$ cat src/hw/rtl/ptts_pkg.sv
// Package for the periodic task tick scheduler.
// Holds sizes, operation codes and the command word shared by the slot cells and the top level.
// No dependencies.
package ptts_pkg;

    localparam int SLOT_COUNT = 8;
    localparam int SLOT_W     = 3;
    localparam int OP_W       = 3;
    localparam int DATA_W     = 16;
    localparam int MASK_W     = 8;

    typedef enum logic [OP_W-1:0] {
        OP_TICK    = 3'd0,
        OP_CREATE  = 3'd1,
        OP_DELETE  = 3'd2,
        OP_SUSPEND = 3'd3,
        OP_RESUME  = 3'd4
    } t_op;

    typedef struct packed {
        logic              valid;
        t_op               op;
        logic [DATA_W-1:0] period;
        logic [DATA_W-1:0] first_delay;
        logic              has_function;
    } t_cmd;

endpackage

$ cat src/hw/rtl/ptts_slot.sv
// One task slot: present and running flags, period and countdown.
// Applies the registered command word; depends on ptts_pkg.
module ptts_slot (
    input  logic          i_clk,
    input  logic          i_rst_n,
    input  ptts_pkg::t_cmd i_cmd,
    input  logic          i_sel,
    output logic          o_fire,
    output logic          o_refused
);
    import ptts_pkg::*;

    logic              r_present;
    logic              r_running;
    logic [DATA_W-1:0] r_period;
    logic [DATA_W-1:0] r_countdown;

    logic w_tick;

    assign w_tick    = i_cmd.valid && (i_cmd.op == OP_TICK);
    assign o_fire    = w_tick && r_running && r_present && (r_countdown == '0);
    assign o_refused = i_cmd.valid && (i_cmd.op == OP_CREATE) && i_sel && r_present;

    always_ff @(posedge i_clk) begin
        if (!i_rst_n) begin
            r_present   <= 1'b0;
            r_running   <= 1'b0;
            r_period    <= '0;
            r_countdown <= '0;
        end else if (i_cmd.valid) begin
            unique case (i_cmd.op)
                OP_TICK: begin
                    if (r_running) begin
                        if (r_countdown != '0) begin
                            r_countdown <= r_countdown - DATA_W'(1);
                        end else if (r_present) begin
                            // reload; period 0 wraps to all ones
                            r_countdown <= r_period - DATA_W'(1);
                        end
                    end
                end
                OP_CREATE: begin
                    if (i_sel && !r_present) begin
                        r_period    <= i_cmd.period;
                        r_present   <= i_cmd.has_function;
                        r_running   <= 1'b1;
                        r_countdown <= i_cmd.first_delay;
                    end
                end
                OP_DELETE: begin
                    if (i_sel) begin
                        r_present <= 1'b0;
                    end
                end
                OP_SUSPEND: begin
                    if (i_sel) begin
                        r_running <= 1'b0;
                    end
                end
                OP_RESUME: begin
                    if (i_sel) begin
                        r_running <= 1'b1;
                    end
                end
                default: begin
                end
            endcase
        end
    end

    a_fire_reload: assert property (@(posedge i_clk) disable iff (!i_rst_n)
        o_fire |=> r_countdown == DATA_W'($past(r_period) - DATA_W'(1)))
        else $error("slot did not reload after firing");

    a_idle_hold: assert property (@(posedge i_clk) disable iff (!i_rst_n)
        !i_cmd.valid |=> $stable(r_countdown) && $stable(r_present) && $stable(r_running))
        else $error("slot state changed without a command");

    a_refused_hold: assert property (@(posedge i_clk) disable iff (!i_rst_n)
        o_refused |=> $stable(r_period) && $stable(r_countdown) && r_present)
        else $error("refused create altered the slot");

endmodule

$ cat src/hw/rtl/periodic_task_tick_scheduler_unit.sv
// Periodic task tick scheduler: input register, slot table, result register.
// start goes via the input and result registers to o_valid; one operation accepted every cycle.
// busy stays low: the strobed result cannot be held off and needs no stall.
// Rate is set by the parallel update of all slot cells in the single pass after the input register.
// Synchronous active-low reset empties and suspends every slot and clears the strobes.
module periodic_task_tick_scheduler_unit (
    input  logic                         i_clk,
    input  logic                         i_rst_n,
    input  logic                         start,
    output logic                         busy,
    input  logic [ptts_pkg::OP_W-1:0]    i_operation,
    input  logic [ptts_pkg::SLOT_W-1:0]  i_slot,
    input  logic [ptts_pkg::DATA_W-1:0]  i_period,
    input  logic [ptts_pkg::DATA_W-1:0]  i_first_delay,
    input  logic                         i_has_function,
    output logic                         o_valid,
    output logic [ptts_pkg::MASK_W-1:0]  o_fire_mask,
    output logic                         o_status
);
    import ptts_pkg::*;

    t_cmd              r_cmd;
    logic [SLOT_W-1:0] r_slot;
    logic              r_out_valid;
    logic [MASK_W-1:0] r_fire_mask;
    logic              r_status;

    logic [SLOT_COUNT-1:0] w_sel;
    logic [SLOT_COUNT-1:0] w_fire;
    logic [SLOT_COUNT-1:0] w_refused;
    logic [MASK_W-1:0]     n_fire_mask;

    assign busy = 1'b0;

    // input register: valid bit is control, the rest is payload
    always_ff @(posedge i_clk) begin
        if (!i_rst_n) begin
            r_cmd.valid <= 1'b0;
        end else begin
            r_cmd.valid <= start && !busy;
        end
        r_cmd.op           <= t_op'(i_operation);
        r_cmd.period       <= i_period;
        r_cmd.first_delay  <= i_first_delay;
        r_cmd.has_function <= i_has_function;
        r_slot             <= i_slot;
    end

    genvar gi;
    generate
        for (gi = 0; gi < SLOT_COUNT; gi++) begin : g_slot
            if (gi < (1 << SLOT_W)) begin : g_addr
                assign w_sel[gi] = (r_slot == SLOT_W'(gi));
            end else begin : g_noaddr
                assign w_sel[gi] = 1'b0;
            end

            ptts_slot u_slot (
                .i_clk     (i_clk),
                .i_rst_n   (i_rst_n),
                .i_cmd     (r_cmd),
                .i_sel     (w_sel[gi]),
                .o_fire    (w_fire[gi]),
                .o_refused (w_refused[gi])
            );
        end

        // slots past the mask width fire silently; mask bits past the slot count stay zero
        for (gi = 0; gi < MASK_W; gi++) begin : g_mask
            if (gi < SLOT_COUNT) begin : g_used
                assign n_fire_mask[gi] = w_fire[gi];
            end else begin : g_unused
                assign n_fire_mask[gi] = 1'b0;
            end
        end
    endgenerate

    always_ff @(posedge i_clk) begin
        if (!i_rst_n) begin
            r_out_valid <= 1'b0;
        end else begin
            r_out_valid <= r_cmd.valid;
        end
    end

    always_ff @(posedge i_clk) begin
        r_fire_mask <= n_fire_mask;
        r_status    <= |w_refused;
    end

    assign o_valid     = r_out_valid;
    assign o_fire_mask = r_fire_mask;
    assign o_status    = r_status;

    a_latency: assert property (@(posedge i_clk) disable iff (!i_rst_n)
        start |=> ##1 o_valid)
        else $error("word not delivered two cycles after start");

    a_status_no_fire: assert property (@(posedge i_clk) disable iff (!i_rst_n)
        o_valid && o_status |-> o_fire_mask == '0)
        else $error("refused create reported fired slots");

    a_no_spurious: assert property (@(posedge i_clk) disable iff (!i_rst_n)
        o_valid |-> $past(r_cmd.valid))
        else $error("result strobe without an accepted word");

endmodule
$ cat config.mk
export PLATFORM = sky130hd
export DESIGN_NAME = periodic_task_tick_scheduler_unit
export DESIGN_NICKNAME = d
export VERILOG_FILES = /design/src/hw/rtl/ptts_pkg.sv /design/src/hw/rtl/ptts_slot.sv /design/src/hw/rtl/periodic_task_tick_scheduler_unit.sv
export SDC_FILE = /design/constraint.sdc
export NUM_CORES = 1
export LEC_CHECK = 0
export ABC_CLOCK_PERIOD_IN_PS = 3500
export CAP_MARGIN = 15
export CORE_MARGIN = 3
export CORE_UTILIZATION = 45
export DETAILED_ROUTE_END_ITERATION = 16
export DONT_BUFFER_PORTS = 1
export PLACE_DENSITY = 0.64
export SETUP_SLACK_MARGIN = 0.02
export SYNTH_ARGS = -nofsm -noshare
export SYNTH_HDL_FRONTEND = slang
export SYNTH_SLANG_ARGS = --single-unit
$ cat constraint.sdc
create_clock -name i_clk -period 3.5 [get_ports i_clk]
set_input_delay 0 -clock i_clk [delete_from_list [all_inputs] [get_ports i_clk]]
set_output_delay 0 -clock i_clk [all_outputs]
set_load 0.03 [all_outputs]
==> results_dict.tcl <==
set metrics [dict create \
    hold_class "primary input to register" \
    drc 0 \
    slew_violations 0 \
    cp_slowest_cell "o311a_1" \
    outcome "complete, no violations" \
    clk_pin_slew_ns 0.06 \
    syn_inst 2148 \
    rows 69 \
    cap_viol_max_count 0 \
    die_h_um 196.2 \
    drtPass1Iterations 6 \
    layout.nets 2241 \
    vias_per_cell 6.217 \
    critical_path_required_ns 3.89 \
    synth.top_cell.area_share 0.3958 \
    synth.area.top_cells "dfxtp_1 40%, a21oi_1 10%, nand2_1 8.5%" \
    whs_ns 0.01915 \
    start_util 0.4567 \
    ys_seq_area_frac 0.3958 \
    crit_type "register to register" \
    synth_ff_type "dfxtp_1" \
    post_drt_wl_per_cell_um 22.14 \
    placedCellCount 2532 \
    total_power_mw 9.786 \
    grt_pass1_wl_mm 90.34 \
    cp_cell_sequence "nor4_2 -> nand3_1 -> or2_1 -> o311a_1 -> o21ai_1 -> dlygate4sd3_1 -> a31oi_1" \
    die_area_um2 38510 \
    worstSetupStartpointType "register" \
    rsz0062_at_grt "false" \
    seq_power_share 0.399 \
    ctsHtreeMaxLevel 2 \
    max_freq_mhz 322.3 \
    synth_common_cells "367 x nand2_1, 334 x a21oi_1, 322 x dfxtp_1, 181 x nor2_1, 97 x clkbuf_1" \
    post_cts_buffers 0 \
    grt_antenna_before_repair 3 \
    p_clk_frac 0.431 \
    clockBufferDepth 3 \
    min_period_ns 3.103 \
    cpPeakStageDelay_ns 0.65 \
    core_um2 35660 \
    vias 16680 \
    yosysTopAreaCell "dfxtp_1" \
    cts_tree "done" \
    p_per_area_nw_per_um2 515.0 \
    die_w_um 196.2 \
    track_usage 0.3008 \
    synth_warnings 0 \
    synth_area_um2 16290 \
    async_flop_share 0 \
    gp_congestion 0.9504 \
    setup_viol 0 \
    avgSynthCellArea_um2 7.582 \
    worstPathArrival_ns 3.49 \
    hold_viol 0 \
    swShare 0.2850 \
    routed_wl_mm 59.39 \
    synth.most_common_cell "nand2_1" \
    drive_above_1_share 0.07977 \
    p_switching_mw 2.789 \
    syn_to_final_growth_pct 16.67 \
    timing.critical_path.buf_inv 1 \
    path_max_fanout 20 \
    cts_buffers 37 \
    ios 53 \
    synth-edff-count 0 \
    finClkSkew_ns 0.02226 \
    clock_latency_ns 0.55 \
    clock-sinks 322 \
    globalRouteOverflowTotal 0 \
    combPwrFrac 0.170 \
    relSlewSlack 0.2500 \
    vdd_drop_max_mv 0.5097 \
    grt_max_degree 118 \
    p_int_mw 6.997 \
    dp_hpwl_mm 37.97 \
    tightest_slew_ns 1.124 \
    grt_pass1_vias 15350 \
    p_leak_nw 6.934 \
    finalNonFillerCells 2682 \
    drt_iter0_markers 1941 \
    yosysUniqueCellTypes 89 \
    ys_seq_elements 322 \
    fin_setup_tns_ns 0 \
    ant_nets 0 \
    crit_family "simple AND/OR/NAND/NOR gates" \
    io_buffers 0 \
    fin_crit_sh 0.8866 \
    root_buffer "clkbuf_16" \
    synthesis.nets 2198 \
    critPathCaptureType "register" \
]
[path summary, 6_finish.rpt]
path	startpoint	endpoint	slack, ns	depth (start not counted)
hold reg to reg	g_slot[3].u_slot.r_period[15]	g_slot[3].u_slot.r_period[15]	0.46	2
hold / removal	i_first_delay[7]	r_cmd[8]	0.02	1
setup / recovery	g_slot[1].u_slot.r_countdown[3]	g_slot[1].u_slot.r_countdown[9]	0.40	7
setup reg to reg	g_slot[1].u_slot.r_countdown[3]	g_slot[1].u_slot.r_countdown[9]	0.40	7
[power groups by stage]
| stage | clock network (mW) | logic [mW] | registers [mW] |
|---|---|---|---|
| after CTS | 4.28 | 1.64 | 3.90 |
| after global placement | 0 | 1.52 | 3.98 |
| after detailed placement | 0 | 1.53 | 3.98 |
| final | 4.22 | 1.67 | 3.90 |
| after global routing | 4.41 | 1.82 | 3.91 |
| after floorplan | 0 | 1.19 | 3.88 |
[kinds of logic (layout without fill, tap and decap cells)]
logic type                 after synthesis  after routing  synth area share
and+or+nand+nor                        861            861            0.2475
adders and majority gates                8              8          0.006147
xor gates and xnor gates                87             87           0.04679
muxes                                    6              6          0.003841
buffers and inverters                  150            221           0.03719
other                                    1              3         0.0002303
DFF                                    322            322            0.3958
AOI/OAI and AO/OA                      713            713            0.2625
[layer usage]
| metal | track usage | wire (µm) | up-vias |
|---|---|---|---|
| met3 | 0.04551 | 4568 | 164 |
| met5 | 0 | 0 | - |
| met2 | 0.4766 | 26470 | 733 |
| met1 | 0.4066 | 25510 | 7929 |
| met4 | 0.1376 | 2836 | 0 |
| li1 | - | - | 7849 |
[timing repair]
item	4_1_cts	5_1_grt
resized for setup	0	1
setup endpoints to repair	0	1
endpoints found under the hold margin	164	0
hold buffers	81	0
[placed cells by master, fill, tap and decap left out, drive strengths merged, types with 16 or more instances in the layout]
cell / netlist / layout
a21oi: 334 / 334
a31oi: 69 / 69
buf: 33 / 65
clkbuf: 108 / 53
dfxtp: 322 / 322
dlygate4sd3: 0 / 80
nand2: 368 / 368
nand3: 71 / 71
nor2: 181 / 181
nor3: 70 / 70
nor4: 29 / 29
o211ai: 25 / 25
o21ai: 146 / 146
o221ai: 18 / 18
or3: 26 / 26
or4: 16 / 16
xnor2: 41 / 41
xor2: 46 / 46
[sequential cells by signal (all words and copies together) (netlist names)]
signal / cells
g_slot.u_slot.r_running: 8
r_slot: 3
o_valid: 1
o_fire_mask: 8
g_slot.u_slot.r_period: 128
g_slot.u_slot.r_present: 8
r_cmd: 37
g_slot.u_slot.r_countdown: 128
o_status: 1
[through the flow]
step                instance area [µm²]  setup WS (ns)    util
floorplan                         16290         0.5105       -
global placement                  16830         0.4864  0.4721
detailed placement                16830         0.3630  0.4721
CTS                               18990         0.3438  0.5326
global route                      19000         0.1569  0.5328
finish                            19000         0.3970  0.5329
[cell type report]
type                    count  area (µm²)
fillers                  3366       16650
multi-input cells        1676        9273
flip-flops and latches    322        6446
repair buffers            145        1334
clock buffers              53        1129
well taps                 461       576.8
clock inverters            14       201.4
inverters                   9       36.28
diodes                      2       5.005
Note: power is estimated with default switching activity, not from simulation.
